===== src/sv/prsi_pkg.sv =====
`default_nettype none
// ----------------------------------------------------------------------------
// prsi_pkg
// Shared types and constants of the parallel range select indexer.
// ----------------------------------------------------------------------------
package prsi_pkg;

  localparam int LANES_DEF = 8;
  localparam int CHUNK_DEF = 32;
  localparam int MAX_LANES = 8;
  localparam int DATA_W    = 32;

  localparam logic [DATA_W-1:0] PAD_WORD    = 32'hFFFF_FFFF;
  localparam logic [DATA_W-1:0] LOWER_RESET = 32'h8000_0000;
  localparam logic [DATA_W-1:0] UPPER_RESET = 32'h7FFF_FFFF;

  typedef enum logic [0:0] {
    CFG_LOWER = 1'b0,
    CFG_UPPER = 1'b1
  } cfg_index_t;

  typedef enum logic [2:0] {
    ST_IDLE,
    ST_SUM,
    ST_READ,
    ST_LOAD,
    ST_STATUS
  } state_t;

  typedef struct packed {
    logic signed [31:0] value0;
    logic signed [31:0] value1;
    logic signed [31:0] value2;
    logic signed [31:0] value3;
    logic signed [31:0] value4;
    logic signed [31:0] value5;
    logic signed [31:0] value6;
    logic signed [31:0] value7;
    logic               final_line;
  } line_t;

  typedef struct packed {
    logic [31:0] index0;
    logic [31:0] index1;
    logic [31:0] index2;
    logic [31:0] index3;
    logic [31:0] index4;
    logic [31:0] index5;
    logic [31:0] index6;
    logic [31:0] index7;
    logic        is_status;
    logic        last_of_run;
  } result_t;

endpackage
`default_nettype wire


===== src/sv/prsi_lane_mem.sv =====
`default_nettype none
// ----------------------------------------------------------------------------
// prsi_lane_mem
// Match index buffer of one lane: one write port, one registered read port.
// ----------------------------------------------------------------------------
module prsi_lane_mem #(
  parameter int DEPTH = prsi_pkg::CHUNK_DEF,
  localparam int AW = (DEPTH > 1) ? $clog2(DEPTH) : 1
) (
  input  wire logic                        clk,
  input  wire logic                        we,
  input  wire logic [AW-1:0]               waddr,
  input  wire logic [prsi_pkg::DATA_W-1:0] wdata,
  input  wire logic                        re,
  input  wire logic [AW-1:0]               raddr,
  output logic      [prsi_pkg::DATA_W-1:0] rdata
);

  logic [prsi_pkg::DATA_W-1:0] mem [DEPTH];

  always_ff @(posedge clk) begin
    if (we) begin
      mem[waddr] <= wdata;
    end
  end

  always_ff @(posedge clk) begin
    if (re) begin
      rdata <= mem[raddr];
    end
  end

endmodule
`default_nettype wire


===== config.mk =====
export PLATFORM = sky130hd
export DESIGN_NAME = prsi_lane_mem
export DESIGN_NICKNAME = d
export VERILOG_FILES = /design/src/sv/prsi_pkg.sv /design/src/sv/prsi_lane_mem.sv
export SDC_FILE = /design/constraint.sdc
export NUM_CORES = 1
export LEC_CHECK = 0
export BUFFER_PORTS_ARGS = -buffer_cell sky130_fd_sc_hd__buf_4
export CAP_MARGIN = 40
export CORE_MARGIN = 1
export CORE_UTILIZATION = 62
export CTS_CLUSTER_DIAMETER = 40
export DETAILED_ROUTE_END_ITERATION = 7
export PLACE_DENSITY = 0.76
export SKIP_CTS_REPAIR_TIMING = 1
export SLEW_MARGIN = 20
export SYNTH_ARGS = -nofsm -noshare
export SYNTH_HDL_FRONTEND = slang
export SYNTH_SLANG_ARGS = --single-unit

===== constraint.sdc =====
create_clock -name clk -period 3.4 [get_ports clk]
set_clock_uncertainty 0.1 [all_clocks]
set_input_delay 0.17 -clock clk [delete_from_list [all_inputs] [get_ports clk]]
set_output_delay 0.17 -clock clk [all_outputs]
set_load 0.02 [all_outputs]

After elaboration in Yosys (flattened, before gate mapping) --
Memory sizes are Yosys's and may differ from the RTL's. A register that Yosys moved wholly into a read port is not among the register bits. Cells that the tools add are included.
Storage, ports and cells: register bits after elaboration 0, bits in writable memories 1024, memories 1, output and inout port bits 32, word-level logic and storage cells 3
Operators by class: mux-type cells 2
Memories:
- mem | depth 32, width 32, rd ports 1, clocked after Yosys merged registers in 1, write ports 1, RTL line prsi_lane_mem.sv:19 | logic [prsi_pkg::DATA_W-1:0] mem [DEPTH];
Operators with widths (count):
- $mux 1 | 2

Logic depth before layout (Yosys ltp) --
depth after elaboration 2, mapped depth 8

Worst setup path before layout --
Ideal clock, no wire load.
path type input port to flip-flop, start point input port waddr[1], end point memory mem[12][0] (netlist bit), enable pin, path buffers 1, data arrival time 2.183 ns, data required time 2.879 ns, stages 3, path slack 0.696 ns, cells stage by stage or3b_2 -> clkbuf_1 -> nor2_1
RTL lines:
- start, declared | RTL line prsi_lane_mem.sv:12 | input wire logic [AW-1:0] waddr,
- end, declared | RTL line prsi_lane_mem.sv:19
No word-level cell before the write port.

==> impl_results.html <==
<table>
<tr><th>Metric</th><th>Value</th></tr>
<tr><th colspan="2">Floorplanning</th></tr>
<tr><td>Standard cell core area</td><td>0.0647 sq mm</td></tr>
<tr><td>Number of standard-cell rows in the floorplan</td><td>93</td></tr>
<tr><td>Die X</td><td>259 um</td></tr>
<tr><td>Die outline area</td><td>0.0668 sq mm</td></tr>
<tr><td>Vertical die dimension</td><td>259 um</td></tr>
<tr><td>Top Ports</td><td>77</td></tr>
<tr><td>Effective utilization at floorplan</td><td>63.1%</td></tr>
<tr><th colspan="2">STA</th></tr>
<tr><td>Crit share post-route</td><td>54.8%</td></tr>
<tr><td>Max-Slew Margin vs Limit</td><td>39.7%</td></tr>
<tr><td>Total of endpoints with negative setup slack in the final report</td><td>0</td></tr>
<tr><td>Achievable frequency</td><td>537 MHz</td></tr>
<tr><td>Endpoints failing hold</td><td>0</td></tr>
<tr><td>Sum of negative setup slack</td><td>0 ns</td></tr>
<tr><td>Unrepaired setup endpoints after global routing</td><td>false</td></tr>
<tr><td>Total count of max-transition violations in the final report</td><td>0</td></tr>
<tr><td>Transition at the pin with the smallest max-transition slack</td><td>0.902 ns</td></tr>
<tr><td>Post-layout minimum cycle time</td><td>1.86 ns</td></tr>
<tr><th colspan="2">Run</th></tr>
<tr><td>Reported max-cap violation count</td><td>0</td></tr>
<tr><th colspan="2">Clocking</th></tr>
<tr><td>CTS tree</td><td>done</td></tr>
<tr><td>Count of clock tree sinks</td><td>1056</td></tr>
<tr><td>Maximum root-to-sink buffer count</td><td>3</td></tr>
<tr><td>Number of H-tree levels</td><td>4</td></tr>
<tr><td>Clock buffers created by TritonCTS</td><td>130</td></tr>
<tr><td>Source-to-sink clock delay at the later pin of the worst-skew pair</td><td>0.72 ns</td></tr>
<tr><td>Clock root cell</td><td>sky130_fd_sc_hd__clkbuf_16</td></tr>
<tr><td>Register clock-pin slew on the reported worst setup and hold paths</td><td>0.06 ns</td></tr>
<tr><th colspan="2">Final layout</th></tr>
<tr><td>Net count of the finished layout</td><td>2509</td></tr>
<tr><td>Final cell area excluding filler cells</td><td>0.0476 sq mm</td></tr>
<tr><td>End-of-flow core utilization</td><td>73.6%</td></tr>
<tr><td>Post-route non-filler standard cell count</td><td>3418</td></tr>
<tr><td>Fraction of layout instances using a drive strength above 1</td><td>16.1%</td></tr>
<tr><td>Layout overhead on the synthesized area</td><td>16.6%</td></tr>
<tr><th colspan="2">Global routing</th></tr>
<tr><td>Number of antenna violations at the first check in global routing</td><td>2</td></tr>
<tr><td>Wire length of the first global-routing pass</td><td>146000 um</td></tr>
<tr><td>Global route overflow</td><td>0</td></tr>
<tr><td>Overall Global Routing Usage</td><td>30.7%</td></tr>
<tr><td>Pin count of the biggest net entering global routing</td><td>80</td></tr>
<tr><td>Vias in the first global route</td><td>22.3k</td></tr>
<tr><th colspan="2">Worst setup path</th></tr>
<tr><td>Crit path cell chain</td><td>buf_8 -&gt; buf_12 -&gt; mux2i_1 -&gt; a21oi_1 -&gt; a31oi_1 -&gt; nand3_1</td></tr>
<tr><td>Critical Path Source Type</td><td>primary input</td></tr>
<tr><td>Worst R2R End</td><td>rdata[12]</td></tr>
<tr><td>Slowest Stage Delay on Critical Path</td><td>0.51 ns</td></tr>
<tr><td>Reg-to-reg slack, setup</td><td>1.70 ns</td></tr>
<tr><td>Beginning of the worst register-to-register path</td><td>mem[1][12]</td></tr>
<tr><td>Capturing element type of the critical path</td><td>register</td></tr>
<tr><td>Critical Path Source</td><td>raddr[0]</td></tr>
<tr><td>Maximum fanout along the worst path</td><td>79</td></tr>
<tr><td>Cell with the largest stage delay on the worst path</td><td>sky130_fd_sc_hd__buf_12</td></tr>
<tr><td>Signal arrival time at the worst endpoint</td><td>2.21 ns</td></tr>
<tr><td>Critical Path RT</td><td>3.75 ns</td></tr>
<tr><td>Classification of the worst setup path</td><td>primary input to register</td></tr>
<tr><td>Register-to-Register Path Depth</td><td>5</td></tr>
<tr><th colspan="2">Routing</th></tr>
<tr><td>Post-detailed-route DRC marker count</td><td>0</td></tr>
<tr><td>Total via count after detailed routing</td><td>22.2k</td></tr>
<tr><td>Average wire length per cell after detail routing</td><td>29.5 um</td></tr>
<tr><td>Length of the first detailed-routing pass in iterations</td><td>6</td></tr>
<tr><td>Average via count per standard cell</td><td>6.50</td></tr>
<tr><td>Violation count after the first detailed-routing iteration</td><td>2822</td></tr>
<tr><td>Total detailed-routing wirelength</td><td>101000 um</td></tr>
<tr><td>Antenna Nets Post-Route</td><td>0</td></tr>
<tr><th colspan="2">Logic synthesis</th></tr>
<tr><td>Flip-flop and latch count after synthesis</td><td>1056</td></tr>
<tr><td>Number of instances in the synthesized netlist</td><td>2260</td></tr>
<tr><td>Distinct cells, synth</td><td>24</td></tr>
<tr><td>Ys Warns</td><td>0</td></tr>
<tr><td>Proportion of synthesized chip area in sequential cells</td><td>77.7%</td></tr>
<tr><td>Net count after synthesis</td><td>2305</td></tr>
<tr><td>Post-Synthesis Cell Area</td><td>0.0408 sq mm</td></tr>
<tr><td>Area fraction of the dominant cell type after synthesis</td><td>77.7%</td></tr>
<tr><td>Top cells by area in the synthesized netlist</td><td>sky130_fd_sc_hd__edfxtp_1 78%, sky130_fd_sc_hd__mux2i_1 13%, sky130_fd_sc_hd__a22oi_1 1.8%</td></tr>
<tr><td>Synthesized area divided by synthesized cell count</td><td>18.1 sq um</td></tr>
<tr><td>Leading area contributor after synthesis</td><td>sky130_fd_sc_hd__edfxtp_1</td></tr>
<tr><th colspan="2">Place</th></tr>
<tr><td>HPWL reported at the end of detailed placement</td><td>58000 um</td></tr>
<tr><td>Routability-driven placement congestion ratio</td><td>0.900</td></tr>
<tr><td>Number of instances in the placed design</td><td>3152</td></tr>
<tr><td>Placed standard-cell area</td><td>0.0429 sq mm</td></tr>
<tr><td>IO Port Bufs</td><td>76</td></tr>
<tr><th colspan="2">Min path</th></tr>
<tr><td>Destination of the worst hold path</td><td>mem[8][6]</td></tr>
<tr><td>Worst hold path class</td><td>primary input to register</td></tr>
<tr><td>Source of the worst hold timing path</td><td>waddr[2]</td></tr>
<tr><td>Min-Delay Path Depth</td><td>3</td></tr>
<tr><th colspan="2">Pwr</th></tr>
<tr><td>Leakage component of the power</td><td>16.8 nW</td></tr>
<tr><td>Total Power Consumption</td><td>29.6 mW</td></tr>
<tr><td>Power per standard cell area</td><td>621 mW/mm^2</td></tr>
<tr><td>Worst IR Drop VDD</td><td>0.575 mV</td></tr>
<tr><th colspan="2">Status</th></tr>
<tr><td>Run status</td><td>finished clean</td></tr>
</table>
power by group:
group          internal, mW  total, mW  switching [mW]
sequential             14.5       14.6          0.0722
combinational         0.509       1.50           0.993
clock                  8.22       13.4            5.22
metal layers:
layer | vias to the layer above | global-route usage (%) | wire, um
li1 | 9454 | - | -
met5 | - | 0 | 27
met3 | 224 | 5.54 | 9010
met2 | 1323 | 49.6 | 49800
met1 | 11200 | 40.9 | 37600
met4 | 4 | 14.9 | 4290
how the worst max path moves through the flow:
stage            endpoint  cells past startpoint  slack, ns
2_1_floorplan  mem[12][0]                      3       0.70
3_3_place_gp    rdata[25]                      6       0.94
3_5_place_dp    rdata[25]                      6       0.92
4_1_cts         rdata[26]                      6       1.62
5_1_grt         rdata[25]                      6       1.53
6_report        rdata[25]                      6       1.54
through the flow:
step           hold WS, ns  setup WS [ns]
2_1_floorplan        0.169          0.696
3_3_place_gp         0.486          0.940
3_5_place_dp         0.497          0.915
4_1_cts             -0.265           1.62
5_1_grt              0.111           1.53
6_report             0.103           1.54
cell usage in the layout (no fill, tap or decap), drive strengths merged:
cell type	instances
a21oi	96
a22o	64
a22oi	96
a31oi	32
and2	1
and2b	1
buf	166
bufinv	11
clkbuf	146
clkinv	55
clkinvlp	12
diode	1
dlygate4sd3	33
edfxtp	1056
inv	6
mux2i	512
nand2	98
nand2b	2
nand3	98
nand3b	5
nor2	34
nor2b	1
nor3	32
or2	1
or3	1
or3b	3
synthesized netlist by cell type:
| cell | count |
|---|---|
| sky130_fd_sc_hd__a31oi_1 | 32 |
| sky130_fd_sc_hd__and2b_1 | 1 |
| sky130_fd_sc_hd__buf_2 | 26 |
| sky130_fd_sc_hd__buf_6 | 15 |
| sky130_fd_sc_hd__buf_1 | 5 |
| sky130_fd_sc_hd__or3_1 | 1 |
| sky130_fd_sc_hd__and2_1 | 1 |
| sky130_fd_sc_hd__nand2_1 | 98 |
| sky130_fd_sc_hd__nand3_1 | 98 |
| sky130_fd_sc_hd__a21oi_1 | 96 |
| sky130_fd_sc_hd__a22oi_1 | 96 |
| sky130_fd_sc_hd__mux2i_1 | 512 |
| sky130_fd_sc_hd__nand2b_1 | 2 |
| sky130_fd_sc_hd__clkbuf_1 | 46 |
| sky130_fd_sc_hd__or2_2 | 1 |
| sky130_fd_sc_hd__nand3b_1 | 5 |
| sky130_fd_sc_hd__nor3_1 | 32 |
| sky130_fd_sc_hd__nor2b_1 | 1 |
| sky130_fd_sc_hd__edfxtp_1 | 1056 |
| sky130_fd_sc_hd__clkbuf_4 | 2 |
| sky130_fd_sc_hd__a22o_1 | 64 |
| sky130_fd_sc_hd__buf_4 | 33 |
| sky130_fd_sc_hd__or3b_2 | 3 |
| sky130_fd_sc_hd__nor2_1 | 34 |
state kept, by name, summed over array words and instances (netlist names):
name,flops
rdata,32
mem,1024
cells by family (layout without fill, tap and decap cells):
kind of cell           Yosys count  count (layout)  share of synthesized area [%]
AOI/OAI and AO/OA              288             288                           4.81
buffers and inverters          127             429                           1.85
DFF                           1056            1056                           77.7
muxes                          512             512                           12.6
other                            0               1                              0
and+or+nand+nor                277             277                           3.08
worst max-delay path: cells and delay by family:
| family | cells | cell delay [ns] |
|---|---|---|
| buffers and inverters | 2 | 0.88 |
| AO/OA/AOI/OAI | 2 | 0.61 |
| multiplexers | 1 | 0.29 |
| AND/OR/NAND/NOR | 1 | 0.11 |
cell type report:
type                            instances  area, sq um
Sequential cell                      1056        31700
Fill cell                            3716        17100
Multi-Input combinational cell       1077         8610
Clock buffer                          146         3480
Timing Repair Buffer                  199         1920
Tap cell                              855         1070
Clock inverter                         84          795
Antenna cell                            1         2.50
Power figures use the tool's default switching activity.
