File: src/sv/prsi_pkg.sv
`default_nettype none
// ----------------------------------------------------------------------------
// prsi_pkg
// Shared types and constants of the parallel range select indexer.
// ----------------------------------------------------------------------------
package prsi_pkg;

  localparam int LANES_DEF = 8;
  localparam int CHUNK_DEF = 32;
  localparam int MAX_LANES = 8;
  localparam int DATA_W    = 32;

  localparam logic [DATA_W-1:0] PAD_WORD    = 32'hFFFF_FFFF;
  localparam logic [DATA_W-1:0] LOWER_RESET = 32'h8000_0000;
  localparam logic [DATA_W-1:0] UPPER_RESET = 32'h7FFF_FFFF;

  typedef enum logic [0:0] {
    CFG_LOWER = 1'b0,
    CFG_UPPER = 1'b1
  } cfg_index_t;

  typedef enum logic [2:0] {
    ST_IDLE,
    ST_SUM,
    ST_READ,
    ST_LOAD,
    ST_STATUS
  } state_t;

  typedef struct packed {
    logic signed [31:0] value0;
    logic signed [31:0] value1;
    logic signed [31:0] value2;
    logic signed [31:0] value3;
    logic signed [31:0] value4;
    logic signed [31:0] value5;
    logic signed [31:0] value6;
    logic signed [31:0] value7;
    logic               final_line;
  } line_t;

  typedef struct packed {
    logic [31:0] index0;
    logic [31:0] index1;
    logic [31:0] index2;
    logic [31:0] index3;
    logic [31:0] index4;
    logic [31:0] index5;
    logic [31:0] index6;
    logic [31:0] index7;
    logic        is_status;
    logic        last_of_run;
  } result_t;

endpackage
`default_nettype wire

File: src/sv/prsi_ctrl.sv
`default_nettype none
// ----------------------------------------------------------------------------
// prsi_ctrl
// Fill counters, chunk sequencing, drain reads and the result register.
// ----------------------------------------------------------------------------
module prsi_ctrl #(
  parameter int LANES = prsi_pkg::LANES_DEF,
  parameter int CHUNK = prsi_pkg::CHUNK_DEF,
  localparam int AW = (CHUNK > 1) ? $clog2(CHUNK) : 1
) (
  input  wire logic                        clk,
  input  wire logic                        rst,
  input  wire logic                        line_valid,
  output logic                             line_stall,
  input  wire logic                        line_final,
  input  wire logic [LANES-1:0]            hit,
  output logic                             mem_we    [LANES],
  output logic      [AW-1:0]               mem_waddr [LANES],
  output logic      [prsi_pkg::DATA_W-1:0] mem_wdata [LANES],
  output logic                             mem_re,
  output logic      [AW-1:0]               mem_raddr,
  input  wire logic [prsi_pkg::DATA_W-1:0] mem_rdata [LANES],
  output logic                             result_valid,
  input  wire logic                        result_stall,
  output prsi_pkg::result_t                result_data
);

  localparam int FW = $clog2(CHUNK + 1);
  localparam int SW = FW + 3;

  prsi_pkg::state_t state, state_next;

  logic [FW-1:0] fill [LANES];
  logic [FW-1:0] chunk_cnt;
  logic [FW-1:0] row;
  logic [FW-1:0] maxfill;
  logic [31:0]   next_index;
  logic [31:0]   match_total;
  logic [31:0]   index_total;
  logic          final_pend;
  logic          accept;
  logic          done;
  logic          out_free;
  logic          last_row;
  logic [FW-1:0] max_c;
  logic [SW-1:0] sum_c;
  logic [31:0]   word [prsi_pkg::MAX_LANES];
  prsi_pkg::result_t load_word;
  prsi_pkg::result_t status_word;

  assign line_stall = (state != prsi_pkg::ST_IDLE);
  assign accept     = line_valid && (state == prsi_pkg::ST_IDLE);
  assign done       = (chunk_cnt == FW'(CHUNK - 1)) || line_final;
  assign out_free   = !result_valid || !result_stall;
  assign last_row   = (FW'(row + 1'b1) == maxfill);
  assign mem_re     = (state == prsi_pkg::ST_READ) && out_free;
  assign mem_raddr  = row[AW-1:0];

  for (genvar p = 0; p < LANES; p++) begin : g_lane
    assign mem_we[p]    = accept && hit[p] && (fill[p] < FW'(CHUNK));
    assign mem_waddr[p] = fill[p][AW-1:0];
    assign mem_wdata[p] = next_index + 32'(p);
  end

  always_comb begin
    max_c = '0;
    sum_c = '0;
    for (int i = 0; i < LANES; i++) begin
      if (fill[i] > max_c) begin
        max_c = fill[i];
      end
      sum_c = sum_c + SW'(fill[i]);
    end
  end

  always_comb begin
    for (int i = 0; i < prsi_pkg::MAX_LANES; i++) begin
      word[i] = prsi_pkg::PAD_WORD;
    end
    for (int i = 0; i < LANES; i++) begin
      if (row < fill[i]) begin
        word[i] = mem_rdata[i];
      end
    end
    load_word.index0      = word[0];
    load_word.index1      = word[1];
    load_word.index2      = word[2];
    load_word.index3      = word[3];
    load_word.index4      = word[4];
    load_word.index5      = word[5];
    load_word.index6      = word[6];
    load_word.index7      = word[7];
    load_word.is_status   = 1'b0;
    load_word.last_of_run = last_row && !final_pend;

    status_word             = '0;
    status_word.index0      = match_total;
    status_word.index1      = index_total;
    status_word.is_status   = 1'b1;
    status_word.last_of_run = 1'b1;
  end

  always_comb begin
    state_next = state;
    unique case (state)
      prsi_pkg::ST_IDLE: begin
        if (accept && done) begin
          state_next = prsi_pkg::ST_SUM;
        end
      end
      prsi_pkg::ST_SUM: begin
        if (max_c != '0) begin
          state_next = prsi_pkg::ST_READ;
        end else if (final_pend) begin
          state_next = prsi_pkg::ST_STATUS;
        end else begin
          state_next = prsi_pkg::ST_IDLE;
        end
      end
      prsi_pkg::ST_READ: begin
        if (out_free) begin
          state_next = prsi_pkg::ST_LOAD;
        end
      end
      prsi_pkg::ST_LOAD: begin
        if (last_row) begin
          state_next = final_pend ? prsi_pkg::ST_STATUS : prsi_pkg::ST_IDLE;
        end else begin
          state_next = prsi_pkg::ST_READ;
        end
      end
      prsi_pkg::ST_STATUS: begin
        if (out_free) begin
          state_next = prsi_pkg::ST_IDLE;
        end
      end
      default: begin
        state_next = prsi_pkg::ST_IDLE;
      end
    endcase
  end

  always_ff @(posedge clk) begin
    if (rst) begin
      state <= prsi_pkg::ST_IDLE;
    end else begin
      state <= state_next;
    end
  end

  always_ff @(posedge clk) begin
    if (rst) begin
      for (int i = 0; i < LANES; i++) begin
        fill[i] <= '0;
      end
      chunk_cnt    <= '0;
      row          <= '0;
      maxfill      <= '0;
      next_index   <= '0;
      match_total  <= '0;
      index_total  <= '0;
      final_pend   <= 1'b0;
      result_valid <= 1'b0;
    end else begin
      if (result_valid && !result_stall) begin
        result_valid <= 1'b0;
      end
      unique case (state)
        prsi_pkg::ST_IDLE: begin
          if (accept) begin
            for (int i = 0; i < LANES; i++) begin
              if (mem_we[i]) begin
                fill[i] <= fill[i] + 1'b1;
              end
            end
            next_index <= next_index + 32'(LANES);
            chunk_cnt  <= done ? '0 : chunk_cnt + 1'b1;
            final_pend <= line_final;
          end
        end
        prsi_pkg::ST_SUM: begin
          maxfill     <= max_c;
          row         <= '0;
          match_total <= match_total + 32'(sum_c);
          index_total <= index_total + 32'(max_c);
          if (max_c == '0) begin
            for (int i = 0; i < LANES; i++) begin
              fill[i] <= '0;
            end
          end
        end
        prsi_pkg::ST_READ: begin
        end
        prsi_pkg::ST_LOAD: begin
          result_valid <= 1'b1;
          row          <= row + 1'b1;
          if (last_row) begin
            for (int i = 0; i < LANES; i++) begin
              fill[i] <= '0;
            end
          end
        end
        prsi_pkg::ST_STATUS: begin
          if (out_free) begin
            result_valid <= 1'b1;
            next_index   <= '0;
            match_total  <= '0;
            index_total  <= '0;
          end
        end
        default: begin
        end
      endcase
    end
  end

  always_ff @(posedge clk) begin
    if (state == prsi_pkg::ST_LOAD) begin
      result_data <= load_word;
    end else if ((state == prsi_pkg::ST_STATUS) && out_free) begin
      result_data <= status_word;
    end
  end

endmodule
`default_nettype wire

File: config.mk
export PLATFORM = sky130hd
export DESIGN_NAME = prsi_ctrl
export DESIGN_NICKNAME = d
export VERILOG_FILES = /design/src/sv/prsi_pkg.sv /design/src/sv/prsi_ctrl.sv
export SDC_FILE = /design/constraint.sdc
export NUM_CORES = 1
export LEC_CHECK = 0
export BUFFER_PORTS_ARGS = -buffer_cell sky130_fd_sc_hd__buf_2
export CAP_MARGIN = 20
export CORE_AREA = 5 5 319 321
export DETAILED_ROUTE_END_ITERATION = 8
export DIE_AREA = 0 0 324 326
export PLACE_DENSITY_LB_ADDON = 0.25
export SYNTH_ARGS = -nofsm -noshare
export SYNTH_HDL_FRONTEND = slang
export SYNTH_SLANG_ARGS = --single-unit
File: constraint.sdc
create_clock -name clk -period 13.3 [get_ports clk]
set_input_delay 2.66 -clock clk [delete_from_list [all_inputs] [get_ports clk]]
set_output_delay 2.66 -clock clk [all_outputs]
set_load 0.03 [all_outputs]
======== Word level (Yosys, flattened, before mapping) ========
Memory sizes are Yosys's and may differ from the RTL's.
Index checks and enable logic that the tools add are counted.
cells by class
  $add $sub $neg .......................... 27
  order comparisons ....................... 24
  eq/ne operators ......................... 10
  mux-type cells .......................... 109
  bitwise gates (word level) .............. 24
  reduce and logical (&&, ||, !) cells .... 39
operator list
  kind                                               count
  2-to-1 mux 258 bit                                 2
  2-to-1 mux 32 bit                                  10
  2-to-1 mux 6 bit                                   33
  one-hot mux 32 bit (2 select lines)                3
  adder 32 x 3 -> 32 bit, second input constant      4
  adder 32 x 2 -> 32 bit, second input constant      2
  adder 6 x 1 -> 6 bit, second input constant        10
  2-to-1 mux 1 bit                                   52
  less-than comparator 6 bit                         8
  less-than comparator 6 bit, second input constant  8
  greater-than comparator 6 bit                      7
  adder 9 x 6 -> 9 bit                               4
  adder 32 x 1 -> 32 bit, second input constant      1
  adder 32 x 4 -> 32 bit, second input constant      1
  adder 32 x 6 -> 32 bit                             1
  adder 32 x 9 -> 32 bit                             1
  OR 1 bit                                           24
  logical AND 1 bit                                  22
  2-to-1 mux 3 bit                                   6
  one-hot mux 3 bit (5 select lines)                 1
  one-hot mux 6 bit (2 select lines)                 1
  adder 8 x 6 -> 9 bit                               1
  adder 7 x 6 -> 8 bit                               1
  nonzero test 2 bit                                 4
  18 further kinds                                   26
storage, ports and cells
  register bits after elaboration ......... 377
  RAM bits ................................ 48
  logic and storage cells ................. 253
  memories ................................ 1
memories
  memory  depth  bits a word  rd ports  clocked after memory_dff  write ports  line             source
  fill    8      6            8         0                         8            prsi_ctrl.sv:33  logic [FW-1:0] fill [LANES];

======== Depth between registers and ports, before layout ========
Gate-level depths: netlist of run 1.
An unclocked memory read counts as a cell.
  depth in word-level cells ............... 24
  mapped depth ............................ 80
  depth with buffers taken out ............ 79

======== Worst setup path after synthesis of run 1 ========
Ideal clock, no wire load.
  path kind ............................... register to register
  start point ............................. mem fill[0][2] (netlist bit)
  end point ............................... reg index_total[30]
  setup time .............................. 0.070 ns
  arrival time ............................ 13.713 ns
  slack ................................... -0.484 ns
  stages on the path, launching flop included .. 77
  path through ............................ dfxtp_1 clkbuf_1 nor4_1 nand2_1 nand2_1 ha_1 nor2b_1 o21ai_2 a31o_1 buf_6 o21ai_0 ha_1 inv_1 a21oi_1 a211oi_2 o21ai_4 a22oi_1 mux2i_1 [41 not listed] o211a_1 a32oi_2 o2bb2ai_2 mux2_2 ha_1 inv_1 fa_1 nor2b_1 o21ai_0 nand2b_1 a21o_1 a21oi_1 a21oi_1 nand2_1 nor3_1 nand4_1 or3_1 a21oi_1
RTL lines
  element               line              source
  start, declared       prsi_ctrl.sv:33
  end signal, assigned  prsi_ctrl.sv:185  index_total <= index_total + 32'(max_c);
  end, declared         prsi_ctrl.sv:39   logic [31:0] index_total;

==> flow_summary.json, run 1 <==
{
  "clk_path_buf_depth": 3,
  "required_ps": 13820,
  "routed_wl_mm": 102,
  "ant_nets": 0,
  "worst_path_max_delay_cell": "or3_1",
  "syn_avg_cell_area_um2": 9.27,
  "finalInstanceArea_um2": 31300,
  "outcome": "finished, final reports clean",
  "dieArea_um2": 106000,
  "post_dp_cell_area_um2": 28900,
  "min_path_type": "reg -> reg",
  "drt_iter0_drc": 1602,
  "startpoint_type": "register",
  "multiInputGateArea_um2": 11200,
  "synth_area_leaders": "edfxtp_1, dfxtp_1, nor2_1, buf_4, ha_1",
  "fillers": 10487,
  "synth_edf_count": 275,
  "synthAdderAreaFrac": 0.0847,
  "finalCritPeriodShare": 0.955,
  "clkSinkCount": 422,
  "regArea_um2": 11200,
  "portBuffers": 814,
  "r2r_end": "index_total[30]",
  "layout_commonest_cell": "buf_2",
  "holdWs_ps": 483,
  "cts_buffers": 50,
  "drive_gt1_frac": 0.351,
  "maxSlewHeadroom": 0.310,
  "finalMaxSlewViolations": 0,
  "yosys.area_share.simple": 0.190,
  "worst_slew_pin_slew_ps": 1030,
  "num-nets-final": 3687,
  "crit_end": "index_total[30]",
  "rows": 116,
  "io_pins": 839,
  "syn_area_um2": 24500,
  "dpl.hpwl_mm": 78.5,
  "critPathKind": "reg -> reg",
  "setup_viol": 0,
  "cp_max_fo": 6,
  "cts_root_buf": "clkbuf_16",
  "ir_drop_v": 0.000188,
  "synth_top_cell_by_area": "edfxtp_1",
  "grt_max_degree": 95,
  "dr_total_vias": 21236,
  "final_cell_mix": "buf_2, nor2_1, edfxtp_1",
  "cts.htree.levels": 2,
  "drc": 0,
  "reg2reg_slack_ps": 600,
  "synth_compound_area_frac": 0.107,
  "via_per_inst": 4.60,
  "place_congestion": 0.926,
  "fmax_mhz": 78.7,
  "core_area_um2": 99000,
  "clk-insertion-delay-late_ps": 600,
  "crit_start": "fill[0][3]",
  "synth_flop_cell": "edfxtp_1",
  "grt_pass1_wl_mm": 143,
  "die_w_um": 324,
  "power_density_nw_per_um2": 235,
  "avgRoutedWirePerCell_um": 22.1,
  "fin_crit_ps": 12700,
  "grt_antenna_before_repair": 16,
  "reg2reg_from": "fill[0][3]",
  "reg2regPathDepth": 72,
  "syn_inst": 2646,
  "synth_xor_xnor_area_share": 0.0422,
  "ys_types": 94,
  "ys_ff_latch": 422,
  "fin_total_pwr_mw": 7.35,
  "area_growth_pct": 27.5,
  "seq_area_frac_synth": 0.457,
  "start_util": 0.248,
  "skew_ps": 18.7,
  "drtPass1Iterations": 5,
  "crit_path_max_incr_delay_ps": 420,
  "cp-end-kind": "register",
  "die_h_um": 326,
  "grt.total_usage": 0.181,
  "cts_tree": "done",
  "synthArstFlopShare": 0,
  "grt-ovfl-total": 0,
  "synth_top_family_by_area": "simple AND/OR/NAND/NOR gates",
  "synth_top_area_share": 0.337,
  "grt_pass1_vias": 20280,
  "cp.arrival_ps": 13220,
  "clk_pin_slew_worst_paths_ps": 70,
  "finalHoldViolCount": 0,
  "yosysWarningCount": 0,
  "synthMuxAreaShare": 0.0116,
  "drv_cap": 0,
  "leakage_nw": 14.1
}
-- critical path: cells and delay by family (launching register included) --
| kind | cells | cell delay [ps] |
|---|---|---|
| simple gates | 20 | 3060 |
| fa+ha+maj | 9 | 2380 |
| compound gates | 31 | 5000 |
| buf+inv | 9 | 960 |
| mux | 3 | 870 |
| flops | 1 | 340 |
-- flip-flops by register name (all words and copies together) (netlist names) --
signal	count
result_data	258
fill	48
index_total	32
match_total	32
next_index	29
chunk_cnt	6
maxfill	6
row	6
state	3
final_pend	1
result_valid	1
-- repair_timing --
item	in CTS	in global routing
endpoints found under the setup margin	16	28
hold buffers	0	0
pin swaps	4	45
buffers inserted	13	21
gates resized for setup	5	78
-- Yosys cell counts (all sizes together) (6+ instances only) --
library cell / count
dfxtp: 147
nand3: 63
or3: 23
nor4: 27
buf: 222
a211oi: 11
inv: 98
nand4: 21
edfxtp: 275
nor2b: 17
o21ai: 147
a21oi: 93
a21o: 23
a211o: 8
mux2i: 18
o21a: 9
nor2: 540
xnor2: 69
nand2: 242
a31oi: 12
and3: 37
mux2: 8
clkbuf: 161
xor2: 49
o211ai: 13
nand2b: 23
a22oi: 10
a32oi: 6
ha: 97
nor3: 26
and2: 15
fa: 42
-- how the worst min path moves through the flow --
stage                              start        endpoint  slack [ps]  cells past startpoint
after floorplan               final_pend      final_pend         440                      2
after global placement    result_data[1]  result_data[1]         450                      2
after detailed placement  result_data[1]  result_data[1]         460                      2
after CTS                 result_data[1]  result_data[1]         470                      2
after global routing      result_data[1]  result_data[1]         500                      2
final                     result_data[1]  result_data[1]         480                      2
-- layer usage --
| metal | global-route usage | wire length [um] |
|---|---|---|
| met2 | 0.293 | 47100 |
| met4 | 0.0528 | 3050 |
| met1 | 0.245 | 45400 |
| met5 | 0 | 71 |
| met3 | 0.0378 | 6660 |
-- power breakdown --
group          leakage, nW  switching (mW)  internal, mW  total [mW]
clock network        0.868           0.615         0.887        1.50
registers             3.81           0.111          1.50        1.61
logic                 9.45            2.43          1.82        4.24
-- cells by family (layout without fill, tap and decap cells) --
family,count (synthesis),in the layout
DFF,422,422
other,2,26
xor gates and xnor gates,118,118
buffers and inverters,483,1136
adders and majority gates,141,141
AOI/OAI and AO/OA,403,403
and+or+nand+nor,1051,1051
muxes,26,26
-- area by class of cell --
class,count,share of cell area
repair buffers,942,0.161
clock buffers,61,0.0443
well taps,1298,0.0519
diodes,2,0.000160
multi-input cells,1763,0.359
inverters,100,0.0120
clock inverters,33,0.0127
flip-flops and latches,422,0.358
-- through the flow --
stage	setup slack, ps	setup TNS (ps)	utilization	instances
after floorplan	15.5	0	-	2668
after global placement	-46.1	-117	0.292	4491
after detailed placement	-178	-1450	0.292	4491
after CTS	14.8	0	0.311	4598
after global routing	-128	-445	0.316	4620
final	598	0	0.316	4621
Power figures use the tool's default switching activity.
==> run 2: changes to the inputs <==
- PLACE_DENSITY_LB_ADDON: 0.25 -> default
==> run 2 against run 1 <==
Sequential cell count stayed put. Largest cell class unchanged. Largest power group unchanged. Critical path type unchanged. Global-route usage shrank 0.40 points. Core utilization decreased by 0.40 points.
==> flow_summary.json, run 2 (synthesized netlist as in run 1, its figures left out) <==
{
  "p_sw_frac": 0.433,
  "setup_viol": 0,
  "num-nets-final": 3664,
  "clk_path_buf_depth": 3,
  "drive_gt1_frac": 0.342,
  "via_per_inst": 4.70,
  "worst_path_max_delay_cell": "or3_1",
  "clk_pin_slew_worst_paths_ps": 60,
  "cts_tree": "done",
  "fin_crit_ps": 12750,
  "cts.htree.levels": 2,
  "path_buf_inv": 8,
  "finalCritPeriodShare": 0.959,
  "clk-insertion-delay-late_ps": 590,
  "grt.total_usage": 0.177,
  "dpl.hpwl_mm": 77.2,
  "hold_depth": 2,
  "startpoint_type": "register",
  "worst_slew_pin_slew_ps": 997,
  "cp_top_family": "compound AO/OA/AOI/OAI gates",
  "skew_ps": 11.7,
  "ir_drop_v": 0.000218,
  "clkSinkCount": 422,
  "core_area_um2": 99000,
  "clkPwrFrac": 0.187,
  "grt-ovfl-total": 0,
  "grt_max_degree": 84,
  "largestRegisters": "result_data (258), fill (48)",
  "drt_iter0_drc": 1585,
  "drv_cap": 0,
  "place_congestion": 0.969,
  "holdPathEnd": "final_pend",
  "r2r_end": "index_total[30]",
  "cp-end-kind": "register",
  "drc": 0,
  "netSwitchingPower_mw": 3.05,
  "ant_nets": 0,
  "seq_power_share": 0.228,
  "crit_path_max_incr_delay_ps": 450,
  "fin_total_pwr_mw": 7.04,
  "power_density_nw_per_um2": 228,
  "reg2regPathDepth": 70,
  "fmax_mhz": 78.4,
  "die_w_um": 324,
  "post-route-util": 0.312,
  "portBuffers": 814,
  "grt_antenna_before_repair": 18,
  "avgRoutedWirePerCell_um": 21.8,
  "internal-power_mw": 3.99,
  "cts_root_buf": "clkbuf_16",
  "finalMaxSlewViolations": 0,
  "finalSetupTns_ps": 0,
  "rows": 116,
  "drtPass1Iterations": 5,
  "finalHoldViolCount": 0,
  "dieArea_um2": 106000,
  "dr_total_vias": 21618,
  "cts_buffers": 48,
  "area_growth_pct": 25.9,
  "cp_max_fo": 6,
  "routed_wl_mm": 100,
  "start_util": 0.248,
  "io_pins": 839,
  "final_cell_mix": "buf_2, nor2_1, edfxtp_1",
  "required_ps": 13820,
  "grt_pass1_wl_mm": 140,
  "reg2reg_slack_ps": 550,
  "min_path_type": "reg -> reg",
  "pwr-share-comb": 0.585,
  "layout_commonest_cell": "buf_2",
  "grt_pass1_vias": 20278,
  "critPathKind": "reg -> reg",
  "cpMostUsedCell": "a21oi_2",
  "regMostFlops": "result_data",
  "leakage_nw": 13.9,
  "fillers": 10453,
  "die_h_um": 326,
  "largest_reg_flops": 258,
  "outcome": "finished, final reports clean",
  "cp.arrival_ps": 13270,
  "maxSlewHeadroom": 0.335,
  "reg2reg_from": "fill[0][4]",
  "min_from": "final_pend"
}
==> run 2: changes by cell type in the layout (fill, tap and decap cells not counted), moves of 6 or more <==
cell	before	now
buf_4	127	107
diode_2	2	8
bufinv_16	7	1
clkbuf_1	4	14
==> run 2: layer usage <==
metal | vias up | global-route usage | part of all wire
met5 | - | 0 | 0.00098
li1 | 10005 | - | -
met4 | 16 | 0.0556 | 0.033
met1 | 10598 | 0.233 | 0.42
met2 | 847 | 0.284 | 0.46
met3 | 152 | 0.0480 | 0.087
==> run 2: worst reg2reg max path, delay by kind of cell (launching register included) <==
kind,cells,cell delay (ps)
DFF,1,330
and+or+nand+nor,20,3220
muxes,3,920
buffers and inverters,8,900
adders and majority gates,8,2140
AOI/OAI and AO/OA,31,5170
==> run 2: power by group through the flow <==
| stage | sequential (mW) | combinational [mW] | clock (mW) |
|---|---|---|---|
| 2_1_floorplan | 1.68 | 2.47 | 0 |
| 3_3_place_gp | 1.63 | 3.67 | 0 |
| 3_5_place_dp | 1.63 | 3.71 | 0 |
| 4_1_cts | 1.61 | 3.75 | 1.36 |
| 5_1_grt | 1.62 | 4.52 | 1.41 |
| 6_report | 1.61 | 4.12 | 1.32 |
==> run 2: stage by stage <==
stage | instance area (um2) | setup WS (ps) | hold slack (ps) | cells
2_1_floorplan | 24700 | 15.5 | 441 | 2668
6_report | 30900 | 547 | 474 | 4602
5_1_grt | 30900 | -226 | 499 | 4596
4_1_cts | 30400 | 8.96 | 475 | 4580
3_3_place_gp | 28800 | 6.30 | 464 | 4487
3_5_place_dp | 28800 | -167 | 467 | 4487
==> run 2: cell type report <==
type	count	area, um2	area share
multi-input combinational	1763	11200	0.364
sequential	422	11200	0.363
timing repair buffer	921	4880	0.158
tap	1298	1620	0.0526
clock buffer	68	1370	0.0444
inverter	100	375	0.0122
clock inverter	22	161	0.00523
antenna	8	20.0	0.000648
==> run 2: worst max-delay path by stage <==
stage,start,end,slack [ps],cells after the start
2_1_floorplan,fill[0][2],index_total[30],20,76
3_3_place_gp,fill[0][5],index_total[30],6,72
3_5_place_dp,fill[0][5],index_total[30],-170,72
4_1_cts,fill[0][5],index_total[30],9,74
5_1_grt,fill[0][4],index_total[30],-230,73
6_report,fill[0][4],index_total[30],550,70
==> run 2: repair_timing <==
| action | in CTS | in global routing |
|---|---|---|
| setup endpoints to repair | 12 | 28 |
| gates resized for setup | 5 | 71 |
| buffers inserted | 3 | 14 |
| hold buffers | 0 | 0 |
| gates cloned | 0 | 0 |
| pin swaps | 3 | 32 |
